### src/sv/rld_pkg.sv
// Shared types and constants for the run list decoder.
package rld_pkg;

  // Largest length or offset field, in bytes
  localparam int MAX_FIELD_BYTES = 8;

  // Result status codes
  localparam logic [2:0] ST_RUN       = 3'd0;
  localparam logic [2:0] ST_END       = 3'd1;
  localparam logic [2:0] ST_BAD_HDR   = 3'd2;
  localparam logic [2:0] ST_NEG_LEN   = 3'd3;
  localparam logic [2:0] ST_NEG_LCN   = 3'd4;
  localparam logic [2:0] ST_VCN_BOUND = 3'd5;

  // Parsed run or end event handed from the parser to the run unit
  typedef struct packed {
    logic        new_list;  // a list start came since the previous job
    logic [2:0]  kind;      // ST_RUN or an end status
    logic [63:0] len;       // cluster count
    logic [63:0] len_m1;    // cluster count minus one
    logic [63:0] off;       // sign-extended offset
    logic        sparse;    // offset was zero
  } job_t;

  // One result beat
  typedef struct packed {
    logic [2:0]  status;
    logic [63:0] vcn_first;
    logic [62:0] run_clusters;
    logic [62:0] run_lcn;
    logic        sparse;
  } result_t;

endpackage

### src/sv/rld_fifo.sv
// Small register-based FIFO used between the parser, run unit and output.
module rld_fifo #(
  parameter int WIDTH = 8,
  parameter int DEPTH = 2
) (
  input  logic             clk,
  input  logic             rst_n,
  input  logic             push,
  input  logic [WIDTH-1:0] wdata,
  output logic             full,
  input  logic             pop,
  output logic [WIDTH-1:0] rdata,
  output logic             empty
);

  localparam int AW = (DEPTH > 1) ? $clog2(DEPTH) : 1;
  localparam int CW = $clog2(DEPTH + 1);

  logic [WIDTH-1:0] mem_r [DEPTH];
  logic [AW-1:0]    wr_ptr_r, wr_ptr_nxt;
  logic [AW-1:0]    rd_ptr_r, rd_ptr_nxt;
  logic [CW-1:0]    cnt_r, cnt_nxt;
  logic             do_push, do_pop;

  assign full    = (cnt_r == CW'(DEPTH));
  assign empty   = (cnt_r == '0);
  assign do_push = push && !full;
  assign do_pop  = pop && !empty;
  assign rdata   = mem_r[rd_ptr_r];

  // Pointer and occupancy update
  always_comb begin
    wr_ptr_nxt = wr_ptr_r;
    rd_ptr_nxt = rd_ptr_r;
    cnt_nxt    = cnt_r;
    if (do_push) begin
      wr_ptr_nxt = (wr_ptr_r == AW'(DEPTH - 1)) ? '0 : wr_ptr_r + 1'b1;
    end
    if (do_pop) begin
      rd_ptr_nxt = (rd_ptr_r == AW'(DEPTH - 1)) ? '0 : rd_ptr_r + 1'b1;
    end
    if (do_push && !do_pop) begin
      cnt_nxt = cnt_r + 1'b1;
    end else if (do_pop && !do_push) begin
      cnt_nxt = cnt_r - 1'b1;
    end
  end

  always_ff @(posedge clk) begin
    if (!rst_n) begin
      wr_ptr_r <= '0;
      rd_ptr_r <= '0;
      cnt_r    <= '0;
    end else begin
      wr_ptr_r <= wr_ptr_nxt;
      rd_ptr_r <= rd_ptr_nxt;
      cnt_r    <= cnt_nxt;
    end
  end

  // Storage, no reset
  always_ff @(posedge clk) begin
    if (do_push) begin
      mem_r[wr_ptr_r] <= wdata;
    end
  end

  a_cnt_bound: assert property (@(posedge clk) disable iff (!rst_n)
    cnt_r <= CW'(DEPTH))
    else $error("fifo occupancy above depth");

endmodule

### src/sv/rld_front.sv
// Byte parser: header decode, field accumulation and job forming.
module rld_front import rld_pkg::*; (
  input  logic       clk,
  input  logic       rst_n,
  input  logic       byte_valid,
  input  logic [7:0] data_byte,
  input  logic       list_start,
  output logic       job_push,
  output job_t       job
);

  localparam logic [1:0] PH_HEADER = 2'd0;
  localparam logic [1:0] PH_LENGTH = 2'd1;
  localparam logic [1:0] PH_OFFSET = 2'd2;
  localparam logic [1:0] PH_STOP   = 2'd3;

  logic [1:0]  phase_r, phase_nxt, eff_phase;
  logic [3:0]  lsz_r, lsz_nxt;
  logic [3:0]  osz_r, osz_nxt;
  logic [3:0]  cnt_r, cnt_nxt, cnt_inc;
  logic [63:0] len_r, len_nxt, len_new;
  logic [63:0] off_r, off_nxt, off_new;
  logic        pend_r, pend_nxt;
  logic [63:0] byte_sh;
  logic [63:0] ext_mask;
  logic [5:0]  sign_idx;
  logic [2:0]  osz_m1;
  logic [63:0] off_ext;

  // Byte placed at its little-endian position
  assign byte_sh = 64'(data_byte) << {cnt_r[2:0], 3'b000};
  assign len_new = len_r | byte_sh;
  assign off_new = off_r | byte_sh;
  assign cnt_inc = cnt_r + 4'd1;

  // Sign extension of a short offset field
  assign osz_m1   = osz_r[2:0] - 3'd1;
  assign sign_idx = {osz_m1, 3'b111};
  assign ext_mask = ~64'd0 << {osz_r, 3'b000};
  assign off_ext  = off_new[sign_idx] ? (off_new | ext_mask) : off_new;

  assign eff_phase = list_start ? PH_HEADER : phase_r;

  // Parser next state and job forming
  always_comb begin
    phase_nxt    = phase_r;
    lsz_nxt      = lsz_r;
    osz_nxt      = osz_r;
    cnt_nxt      = cnt_r;
    len_nxt      = len_r;
    off_nxt      = off_r;
    pend_nxt     = pend_r;
    job_push     = 1'b0;
    job.new_list = pend_r | list_start;
    job.kind     = ST_RUN;
    job.len      = '0;
    job.off      = '0;
    job.sparse   = 1'b1;
    if (byte_valid) begin
      if (list_start) begin
        pend_nxt = 1'b1;
      end
      case (eff_phase)
        PH_HEADER: begin
          lsz_nxt = data_byte[3:0];
          osz_nxt = data_byte[7:4];
          len_nxt = '0;
          off_nxt = '0;
          cnt_nxt = '0;
          if (data_byte == 8'd0) begin
            job_push  = 1'b1;
            job.kind  = ST_END;
            phase_nxt = PH_STOP;
          end else if (data_byte[3:0] > 4'(MAX_FIELD_BYTES) ||
                       data_byte[7:4] > 4'(MAX_FIELD_BYTES)) begin
            job_push  = 1'b1;
            job.kind  = ST_BAD_HDR;
            phase_nxt = PH_STOP;
          end else if (data_byte[3:0] != 4'd0) begin
            phase_nxt = PH_LENGTH;
          end else if (data_byte[7:4] == 4'd0) begin
            // empty length and offset: zero-length sparse run
            job_push  = 1'b1;
            phase_nxt = PH_HEADER;
          end else begin
            phase_nxt = PH_OFFSET;
          end
        end
        PH_LENGTH: begin
          len_nxt = len_new;
          cnt_nxt = cnt_inc;
          if (cnt_inc >= lsz_r) begin
            if (len_new[63]) begin
              job_push  = 1'b1;
              job.kind  = ST_NEG_LEN;
              phase_nxt = PH_STOP;
            end else if (osz_r == 4'd0) begin
              job_push  = 1'b1;
              job.len   = len_new;
              phase_nxt = PH_HEADER;
            end else begin
              cnt_nxt   = '0;
              phase_nxt = PH_OFFSET;
            end
          end
        end
        PH_OFFSET: begin
          off_nxt = off_new;
          cnt_nxt = cnt_inc;
          if (cnt_inc >= osz_r) begin
            job_push   = 1'b1;
            job.len    = len_r;
            job.off    = off_ext;
            job.sparse = (off_new == 64'd0);
            phase_nxt  = PH_HEADER;
          end
        end
        default: begin
          phase_nxt = PH_STOP;
        end
      endcase
      if (job_push) begin
        pend_nxt = 1'b0;
      end
    end
    job.len_m1 = job.len - 64'd1;
  end

  always_ff @(posedge clk) begin
    if (!rst_n) begin
      phase_r <= PH_HEADER;
      pend_r  <= 1'b0;
    end else begin
      phase_r <= phase_nxt;
      pend_r  <= pend_nxt;
    end
  end

  // Field registers, no reset
  always_ff @(posedge clk) begin
    lsz_r <= lsz_nxt;
    osz_r <= osz_nxt;
    cnt_r <= cnt_nxt;
    len_r <= len_nxt;
    off_r <= off_nxt;
  end

  a_push_on_beat: assert property (@(posedge clk) disable iff (!rst_n)
    job_push |-> byte_valid)
    else $error("job formed without an input beat");

  a_stop_holds: assert property (@(posedge clk) disable iff (!rst_n)
    (phase_r == PH_STOP) && !(byte_valid && list_start) |=> phase_r == PH_STOP)
    else $error("parser left stop without a list start");

endmodule

### src/sv/rld_back.sv
// Run unit: running cluster sums, bound check and result forming.
module rld_back import rld_pkg::*; (
  input  logic        clk,
  input  logic        rst_n,
  input  logic        cfg_we,
  input  logic [63:0] cfg_wdata,
  input  logic        job_valid,
  input  job_t        job,
  output logic        job_pop,
  input  logic        res_full,
  output logic        res_push,
  output result_t     res
);

  logic [63:0] limit_r;
  logic [63:0] lcn_r, lcn_nxt, lcn_base, lcn_sum;
  logic [63:0] vcn_r, vcn_nxt, vcn_base, vcn_end, vcn_last;
  logic        stop_r, stop_nxt, stop_eff;

  assign job_pop  = job_valid && !res_full;
  assign lcn_base = job.new_list ? 64'd0 : lcn_r;
  assign vcn_base = job.new_list ? 64'd0 : vcn_r;
  assign stop_eff = job.new_list ? 1'b0 : stop_r;
  assign lcn_sum  = lcn_base + job.off;
  assign vcn_end  = vcn_base + job.len;
  assign vcn_last = vcn_base + job.len_m1;

  // Result forming and running state update
  always_comb begin
    lcn_nxt  = lcn_r;
    vcn_nxt  = vcn_r;
    stop_nxt = stop_r;
    res_push = 1'b0;
    res      = '0;
    if (job_pop && !stop_eff) begin
      res_push = 1'b1;
      lcn_nxt  = lcn_base;
      vcn_nxt  = vcn_base;
      stop_nxt = 1'b0;
      if (job.kind != ST_RUN) begin
        res.status = job.kind;
        stop_nxt   = 1'b1;
      end else if (lcn_sum[63]) begin
        res.status = ST_NEG_LCN;
        stop_nxt   = 1'b1;
      end else if (vcn_last > limit_r) begin
        res.status = ST_VCN_BOUND;
        stop_nxt   = 1'b1;
      end else begin
        res.status       = ST_RUN;
        res.vcn_first    = vcn_base;
        res.run_clusters = job.len[62:0];
        res.run_lcn      = job.sparse ? 63'd0 : lcn_sum[62:0];
        res.sparse       = job.sparse;
        lcn_nxt          = lcn_sum;
        vcn_nxt          = vcn_end;
      end
    end
  end

  always_ff @(posedge clk) begin
    if (!rst_n) begin
      limit_r <= '0;
      lcn_r   <= '0;
      vcn_r   <= '0;
      stop_r  <= 1'b0;
    end else begin
      if (cfg_we) begin
        limit_r <= cfg_wdata;
      end
      lcn_r  <= lcn_nxt;
      vcn_r  <= vcn_nxt;
      stop_r <= stop_nxt;
    end
  end

  a_res_needs_job: assert property (@(posedge clk) disable iff (!rst_n)
    res_push |-> job_pop)
    else $error("result without a job");

  a_err_stops: assert property (@(posedge clk) disable iff (!rst_n)
    res_push && (res.status == ST_NEG_LCN || res.status == ST_VCN_BOUND)
    |=> stop_r)
    else $error("error result did not stop the list");

endmodule

### src/sv/run_list_decoder_unit.sv
// Run list decoder top level: parser, job queue, run unit, result queue.
// A byte's job is registered in the job queue, its result in the result queue.
// Throughput: a byte per cycle unless in_full; a job per cycle unless res_full.
// in_full follows the job queue; out_empty follows the result queue.
// Reset (rst_n low, synchronous): parser to header, running sums and limit to 0.
// Both queues empty after reset; no clearing pass.
module run_list_decoder_unit import rld_pkg::*; #(
  parameter int JOB_DEPTH = 2,
  parameter int RES_DEPTH = 2
) (
  input  logic        clk,
  input  logic        rst_n,
  input  logic        in_push,
  output logic        in_full,
  input  logic [7:0]  in_data_byte,
  input  logic        in_list_start,
  output logic        out_empty,
  input  logic        out_pop,
  output logic [2:0]  out_status,
  output logic [63:0] out_start_vcn,
  output logic [62:0] out_run_clusters,
  output logic [62:0] out_run_lcn,
  output logic        out_sparse,
  input  logic        cfg_we,
  input  logic [63:0] cfg_wdata
);

  logic    in_beat;
  logic    job_push, job_pop, job_empty;
  job_t    job_in, job_out;
  logic    res_push, res_full;
  result_t res_in, res_out;

  assign in_beat = in_push && !in_full;

  // Front: byte parser
  rld_front u_front (
    .clk        (clk),
    .rst_n      (rst_n),
    .byte_valid (in_beat),
    .data_byte  (in_data_byte),
    .list_start (in_list_start),
    .job_push   (job_push),
    .job        (job_in)
  );

  // Job queue between parser and run unit
  rld_fifo #(
    .WIDTH ($bits(job_t)),
    .DEPTH (JOB_DEPTH)
  ) u_job_q (
    .clk   (clk),
    .rst_n (rst_n),
    .push  (job_push),
    .wdata (job_in),
    .full  (in_full),
    .pop   (job_pop),
    .rdata (job_out),
    .empty (job_empty)
  );

  // Back: run unit
  rld_back u_back (
    .clk       (clk),
    .rst_n     (rst_n),
    .cfg_we    (cfg_we),
    .cfg_wdata (cfg_wdata),
    .job_valid (!job_empty),
    .job       (job_out),
    .job_pop   (job_pop),
    .res_full  (res_full),
    .res_push  (res_push),
    .res       (res_in)
  );

  // Result queue
  rld_fifo #(
    .WIDTH ($bits(result_t)),
    .DEPTH (RES_DEPTH)
  ) u_res_q (
    .clk   (clk),
    .rst_n (rst_n),
    .push  (res_push),
    .wdata (res_in),
    .full  (res_full),
    .pop   (out_pop),
    .rdata (res_out),
    .empty (out_empty)
  );

  assign out_status       = res_out.status;
  assign out_start_vcn    = res_out.vcn_first;
  assign out_run_clusters = res_out.run_clusters;
  assign out_run_lcn      = res_out.run_lcn;
  assign out_sparse       = res_out.sparse;

endmodule
### config.mk
export PLATFORM = sky130hd
export DESIGN_NAME = run_list_decoder_unit
export DESIGN_NICKNAME = d
export VERILOG_FILES = /design/src/sv/rld_pkg.sv /design/src/sv/rld_fifo.sv /design/src/sv/rld_front.sv /design/src/sv/rld_back.sv /design/src/sv/run_list_decoder_unit.sv
export SDC_FILE = /design/constraint.sdc
export NUM_CORES = 2
export LEC_CHECK = 0
export BUFFER_PORTS_ARGS = -buffer_cell sky130_fd_sc_hd__clkbuf_2
export CAP_MARGIN = 25
export CORE_UTILIZATION = 50
export CTS_BUF_LIST = sky130_fd_sc_hd__clkbuf_8
export CTS_CLUSTER_SIZE = 30
export DETAILED_ROUTE_END_ITERATION = 12
export MAX_ROUTING_LAYER = met4
export PLACE_DENSITY_LB_ADDON = 0.3
export SYNTH_ARGS = -nofsm -noshare
export SYNTH_HDL_FRONTEND = slang
export SYNTH_SLANG_ARGS = --single-unit
### constraint.sdc
create_clock -name clk -period 25.4 [get_ports clk]
set_input_delay 1.27 -clock clk [delete_from_list [all_inputs] [get_ports clk]]
set_output_delay 1.27 -clock clk [all_outputs]
set_load 0.01 [all_outputs]
Word level (Yosys, flattened, before mapping)
Memories as Yosys holds them, arrays and structs flattened. A register that Yosys moved wholly into a read port is not among the register bits.
Cells that the tools add are included.
{"block": "op_classes", "eq_ne": 6, "n_mux": 82, "n_bitwise": 4, "shifts": 2, "n_lt_le_gt_ge": 6, "reduce_logical": 42, "add_sub_neg": 14}
{"op": "$mux W64", "count": 11}
{"op": "$mux W191", "count": 3}
{"op": "$pmux W64 S2", "count": 3}
{"op": "$mux W65", "count": 3}
{"op": "$mux W194", "count": 1}
{"op": "$add A64 B64 Y64", "count": 3}
{"op": "$or A64 B64 Y64", "count": 3}
{"op": "$mux W67", "count": 2}
{"op": "$mux W63", "count": 2}
{"op": "$gt A64 B64 Y1", "count": 1}
{"op": "$logic_not A64 Y1", "count": 1}
{"op": "$shl A64 B7 Y64 const A", "count": 1}
{"op": "$shl A8 B6 Y64", "count": 1}
{"op": "$sub A64 B1 Y64 const B", "count": 1}
{"op": "$mux W1", "count": 30}
{"op": "$mux W2", "count": 15}
{"op": "$mux W3", "count": 4}
{"op": "$mux W4", "count": 3}
{"op": "$pmux W4 S3", "count": 1}
{"op": "$logic_and A1 B1 Y1", "count": 11}
{"op": "$reduce_and A2 Y1", "count": 5}
{"op": "$reduce_bool A2 Y1", "count": 5}
{"op": "$logic_not A1 Y1", "count": 9}
{"op": "$ge A4 B4 Y1", "count": 2}
{"op": "other kinds (22)", "count": 35}
{"block": "word_totals", "ramBits": 782, "out_inout_bits": 196, "n_memories": 2, "wordCells": 175, "ff_bits": 344, "inputBits": 78}
{"memory": "u_job_q.mem_r", "depth": 2, "width": 197, "read_ports": 1, "rd_ports_with_merged_regs": 1, "write_ports": 1, "line_no": "rld_fifo.sv:19", "rtl": "logic [WIDTH-1:0] mem_r [DEPTH];"}
{"memory": "u_res_q.mem_r", "depth": 2, "width": 194, "read_ports": 1, "rd_ports_with_merged_regs": 1, "write_ports": 1, "line_no": "rld_fifo.sv:19"}

Logic depth before layout (Yosys ltp)
{"block": "logic_depth", "depth_word": 13, "mapped_depth": 34, "depth_no_buf": 27}

Modules after synthesis
A second synthesis with hierarchy kept.
{"block": "unflattened", "hier_cells": 5402, "hier_area_um2": 62055.8}
{"module": "rld_back", "seq_area_each_um2": 3863.7, "instances": 1, "cells_per_inst": 2917, "area_per_inst_um2": 21559.4}
{"module": "rld_fifo (u_job_q)", "seq_area_each_um2": 11931.4, "instances": 1, "cells_per_inst": 638, "area_per_inst_um2": 14981.9}
{"module": "rld_fifo (u_res_q)", "seq_area_each_um2": 11751.3, "instances": 1, "cells_per_inst": 629, "area_per_inst_um2": 14903.0}
{"module": "rld_front", "seq_area_each_um2": 4264.1, "instances": 1, "cells_per_inst": 1216, "area_per_inst_um2": 10593.9}
{"module": "run_list_decoder_unit", "seq_area_each_um2": 0.0, "instances": 1, "cells_per_inst": 2, "area_per_inst_um2": 17.5}

Least setup slack after synthesis
OpenSTA, ideal clock, no wires.
{"block": "synth_timing", "kind": "input-to-reg", "start": "input port in_list_start", "end": "memory u_job_q.mem_r[0][0] (netlist bit) (enable)", "t_arrival_ps": 12046, "path_stages": 10, "setup_slack_ps": 12575, "n_path_buf": 4, "setup_ps": 779, "path_cell_list": "nand2b_1 -> inv_1 -> ha_1 -> clkbuf_1 -> clkbuf_1 -> clkbuf_1 -> buf_1 -> a31oi_1 -> a311oi_1 -> nor2b_1"}
{"block": "synth_via", "elab_chain_len": 8, "word_cells_on_any_way": 10}
{"item": "start, declared", "line_no": "run_list_decoder_unit.sv:16", "rtl": "input logic in_list_start,"}
{"item": "$mux W2 *", "line_no": "rld_front.sv:42", "rtl": "assign eff_phase = list_start ? PH_HEADER : phase_r;"}
{"item": "$eq A2 B2 Y1, or another cell as far along", "line_no": "rld_front.sv:63", "rtl": "case (eff_phase)"}
{"item": "$pmux W1 S3 *", "line_no": "rld_front.sv:63"}
{"item": "$mux W1 * (2 in a row)", "line_no": "rld_front.sv:59", "rtl": "if (byte_valid) begin"}
{"item": "$logic_and A1 B1 Y1 *", "line_no": "rld_fifo.sv:27", "rtl": "assign do_push = push && !full;"}
{"item": "net u_job_q.do_push", "line_no": "rld_fifo.sv:23", "rtl": "logic do_push, do_pop;"}
{"item": "$mux W1 *", "line_no": "rld_fifo.sv:63", "rtl": "if (do_push) begin"}
{"item": "$mux W1 (not written as such) *", "line_no": "rld_fifo.sv:64", "rtl": "mem_r[wr_ptr_r] <= wdata;"}
{"item": "end, declared", "line_no": "rld_fifo.sv:19"}
The timed path passes the listed nets; every way through them passes the cells marked *. The select of a mux whose other input is x is not followed.

==> flow_results.xml <==
<?xml version="1.0" encoding="UTF-8"?>
<metrics>
  <group name="synth">
    <metric name="synth-async-reset-ratio" unit="%">0</metric>
    <metric name="synthDominantAreaCellType" unit="">edfxtp_1</metric>
    <metric name="synth_top_family_by_area" unit="">simple AND/OR/NAND/NOR gates</metric>
    <metric name="synth_sequential_area_ratio" unit="%">53.88</metric>
    <metric name="yosysTopAreaCellShare" unit="%">46.88</metric>
    <metric name="synth_area_leaders" unit="">edfxtp_1 (47%), mux2_2 (7.4%), dfxtp_1 (7.0%)</metric>
    <metric name="synth_simple_gate_area_share" unit="%">12.83</metric>
    <metric name="synthAdderAreaFrac" unit="%">5.899</metric>
    <metric name="syn-mean-instance-area" unit="sq um">11.24</metric>
    <metric name="synth_edf_count" unit="">920</metric>
    <metric name="synth.net_count" unit="">5598</metric>
    <metric name="postSynth.topFlopCell" unit="">edfxtp_1</metric>
    <metric name="fraction_of_the_mapped_netlist_area_in_compound_gates" unit="%">12.17</metric>
    <metric name="mappedNetlistArea" unit="sq um">58920</metric>
    <metric name="multiplexer_fraction_of_the_synthesized_cell_area" unit="%">8.676</metric>
    <metric name="netlist_instances" unit="">5244</metric>
    <metric name="synth-seq-cells" unit="">1126</metric>
    <metric name="synth_warnings" unit="">0</metric>
    <metric name="synth_cell_types" unit="">90</metric>
    <metric name="synth_xor_area_share" unit="%">3.652</metric>
  </group>
  <group name="setup_path">
    <metric name="crit_path_top_delay_cell" unit="">mux2i_4</metric>
    <metric name="timing.critical_path.from_type" unit="">register</metric>
    <metric name="critPathRequiredTime" unit="ps">26110</metric>
    <metric name="worst_path_largest_cell_delay" unit="ps">790</metric>
    <metric name="critical_path_class" unit="">register to register</metric>
    <metric name="cp_max_fo" unit="">168</metric>
    <metric name="cp_data_arrival_time" unit="ps">11260</metric>
    <metric name="r2r_cells" unit="">30</metric>
    <metric name="worstSetupEndpointType" unit="">register</metric>
  </group>
  <group name="sta">
    <metric name="report.final.slew_viol_count" unit="">0</metric>
    <metric name="min_period_over_period" unit="%">41.54</metric>
    <metric name="final-setup-viol-count" unit="">0</metric>
    <metric name="post-route-min-period" unit="ps">10550</metric>
    <metric name="finalSetupTns" unit="ps">0</metric>
    <metric name="max_freq" unit="GHz">0.09478</metric>
    <metric name="skew" unit="ps">52.67</metric>
    <metric name="headroom_to_the_max_slew_limit" unit="%">26.46</metric>
    <metric name="finalHoldViolCount" unit="">0</metric>
    <metric name="worstMarginPinSlew" unit="ps">1099</metric>
    <metric name="grt_setup_unrepaired" unit="">no</metric>
  </group>
  <group name="global_route">
    <metric name="groute.usage.overall" unit="%">26.41</metric>
    <metric name="grt_busiest_layer" unit="">met2</metric>
    <metric name="gr-usage-met1" unit="%">34.76</metric>
    <metric name="number_of_global_route_vias_before_repair" unit="">41020</metric>
    <metric name="wire_length_of_the_first_global_routing_pass" unit="um">238700</metric>
    <metric name="antenna_violations_before_repair" unit="">9</metric>
    <metric name="grt_max_degree" unit="">169</metric>
    <metric name="grt_util_met3" unit="%">4.276</metric>
    <metric name="grtUsageMet2" unit="%">42.15</metric>
    <metric name="grt_remaining_overflow" unit="">0</metric>
  </group>
  <group name="placement">
    <metric name="port-buffer-count" unit="">273</metric>
    <metric name="area_of_placed_instances" unit="sq um">61690</metric>
    <metric name="dp_hpwl" unit="um">111800</metric>
    <metric name="place.gp.congestion" unit="">0.9452</metric>
  </group>
  <group name="cells_and_area">
    <metric name="area.sequential" unit="sq um">31760</metric>
    <metric name="final_net_count" unit="">5854</metric>
    <metric name="fillers" unit="">9928</metric>
    <metric name="drive_above_1_share" unit="%">18.25</metric>
    <metric name="areaGrowthSynthToFinish" unit="%">11.06</metric>
    <metric name="multiInputGateArea" unit="sq um">25540</metric>
    <metric name="stdcell_area" unit="sq um">65440</metric>
  </group>
  <group name="clocking">
    <metric name="post_cts.resized_instances" unit="">0</metric>
    <metric name="clock_tree.root_cell" unit="">clkbuf_8</metric>
    <metric name="clkTransAtPathRegs" unit="ps">60</metric>
    <metric name="cts_inserted_buffers" unit="">186</metric>
    <metric name="numClockSinks" unit="">1126</metric>
    <metric name="clock_tree_from_tritoncts" unit="">yes</metric>
    <metric name="cts_hold_repair.buffers" unit="">0</metric>
    <metric name="cts_max_path_buffers" unit="">3</metric>
    <metric name="cts_max_level" unit="">4</metric>
    <metric name="post_cts.repair.setup_buffers" unit="">0</metric>
    <metric name="worstSkewPairLatency" unit="ps">890</metric>
  </group>
  <group name="drt">
    <metric name="detailedRoute.firstPassIterationCount" unit="">5</metric>
    <metric name="remaining_drc_errors" unit="">0</metric>
    <metric name="detailedRoute.firstIterationViolations" unit="">3786</metric>
    <metric name="via_count" unit="">41930</metric>
    <metric name="postRouteAntennaNets" unit="">0</metric>
    <metric name="detail_route.wirelength" unit="um">156300</metric>
    <metric name="detail_route.wl_per_cell" unit="um">21.74</metric>
    <metric name="route.detailed.vias_per_inst" unit="">5.831</metric>
  </group>
  <group name="floorplanning">
    <metric name="ios" unit="">274</metric>
    <metric name="die_area" unit="sq um">119200</metric>
    <metric name="coreArea" unit="sq um">116500</metric>
    <metric name="initial_standard_cell_utilization_of_the_core" unit="%">50.57</metric>
    <metric name="floorplan.die.width" unit="um">345.3</metric>
    <metric name="std_cell_rows" unit="">125</metric>
    <metric name="fp.dieH" unit="um">345.3</metric>
  </group>
  <group name="run">
    <metric name="drv.max_cap_violation_count" unit="">0</metric>
  </group>
  <group name="power">
    <metric name="power_per_cell_area" unit="nW/um^2">90.81</metric>
    <metric name="report.power.total" unit="mW">5.942</metric>
    <metric name="peakVddDrop" unit="uV">85.38</metric>
    <metric name="p_leak" unit="nW">25.40</metric>
  </group>
  <group name="outcome">
    <metric name="status" unit="">complete, no violations</metric>
  </group>
  <group name="hold_path">
    <metric name="hold_path_class" unit="">register to register</metric>
    <metric name="min_path_cells" unit="">2</metric>
  </group>
</metrics>
## worst paths after layout
kind         slack, ps                          start                              to
max              14850                       register  u_res_q.mem_r[1][59]$_DFFE_PP_
min                440  u_back.lcn_r[25]$_SDFFE_PN0P_   u_back.lcn_r[25]$_SDFFE_PN0P_
max reg2reg      14850                       register  u_res_q.mem_r[1][59]$_DFFE_PP_
min reg2reg        440  u_back.lcn_r[25]$_SDFFE_PN0P_   u_back.lcn_r[25]$_SDFFE_PN0P_
## cells by family (layout without fill, tap and decap cells)
logic type               after synthesis  after routing
AND/OR/NAND/NOR                     1553           1553
flip-flops                          1126           1126
XOR/XNOR                             244            244
other                                  0              8
AO/OA/AOI/OAI                       1142           1142
adder cells (fa/ha/maj)              276            276
buffers and inverters                443            858
multiplexers                         460            460
## flip-flops by register name (all words and copies together) (netlist names), 4 cells and up, named ones only
register	flops
u_job_q.mem_r	392
u_res_q.mem_r	388
u_back.lcn_r	64
u_back.limit_r	64
u_back.vcn_r	64
u_front.len_r	64
u_front.off_r	64
u_front.cnt_r	4
u_front.lsz_r	4
u_front.osz_r	4
## area by class of cell
class	count	share of cell area [%]
clock buffers	205	4.312
flip-flops and latches	1126	48.53
multi-input cells	3675	39.04
inverters	185	1.065
repair buffers	326	2.765
diodes	8	0.03059
clock inverters	142	1.348
well taps	1524	2.914
## cell usage after synthesis, drive strengths merged, types with 9 or more instances
library cell / n
a21oi: 359
ha: 273
xnor2: 159
or2: 19
and3: 101
and2: 219
a221oi: 9
nand4: 63
or3: 14
nor2: 516
nor2b: 20
o21ai: 262
dfxtp: 206
a21o: 137
a21boi: 11
xor2: 85
buf: 50
nand3: 121
o22ai: 15
nor4: 27
o31ai: 19
nand2: 314
a22oi: 43
inv: 183
a311oi: 9
a22o: 9
o21a: 52
edfxtp: 920
a211o: 19
a211oi: 22
nand2b: 45
nor3: 50
a31oi: 34
o211ai: 35
clkbuf: 208
mux2: 386
o21bai: 40
mux2i: 72
## report_power, final
group          switching [mW]  internal (mW)
registers               0.113           2.40
clock network           0.755          0.830
logic                    1.16          0.690
## metrics by stage
stage               cells  util (%)  hold WS, ps  worst slack, ps
floorplan            5244         -        416.7            12570
global placement     6833     52.93        424.5            15010
detailed placement   6835     52.94        434.1            15060
CTS                  7182     56.12        447.6            15030
global route         7191     56.16        465.8            14270
finish               7191     56.16        441.3            14850
## metal layers
layer  vias to the layer above  share of wire (%)
li1                      19850                  -
met1                     20420                 44
met2                      1402                 48
met3                       255                6.1
met4                         0                2.5
met5                         -                  0
## placed cells by master (no fill, tap or decap), types with 11 or more instances in the layout
cell type	synthesis	routed
a211o_1	19	18
a211oi_1	21	21
a21boi_0	11	11
a21o_1	137	137
a21oi_1	357	357
a22oi_1	43	43
a31oi_1	34	34
and2_1	217	215
and3_1	101	100
buf_4	1	50
clkbuf_2	0	272
clkbuf_8	0	205
clkinv_1	2	39
clkinv_2	0	21
dfxtp_1	206	204
edfxtp_1	920	920
ha_1	273	273
inv_1	183	242
mux2_2	386	386
mux2i_1	72	71
nand2_1	314	309
nand2b_1	44	44
nand3_1	121	121
nand4_1	63	63
nor2_1	516	512
nor2b_1	20	19
nor3_1	49	49
nor4_1	27	27
o211ai_1	33	33
o21a_1	52	52
o21ai_0	255	255
o21bai_1	40	40
o22ai_1	15	15
o31ai_1	19	19
or2_2	18	18
or3_1	14	14
xnor2_1	157	157
xor2_1	85	85
## critical path: cells and delay by family (launching register included)
family | cells | cell delay (ps)
buf+inv | 5 | 2040
fa+ha+maj | 2 | 580
compound gates | 12 | 3690
flops | 1 | 700
mux | 1 | 790
simple gates | 9 | 2070
xor+xnor | 1 | 100
No activity file was read; power rests on OpenSTA's default activity.
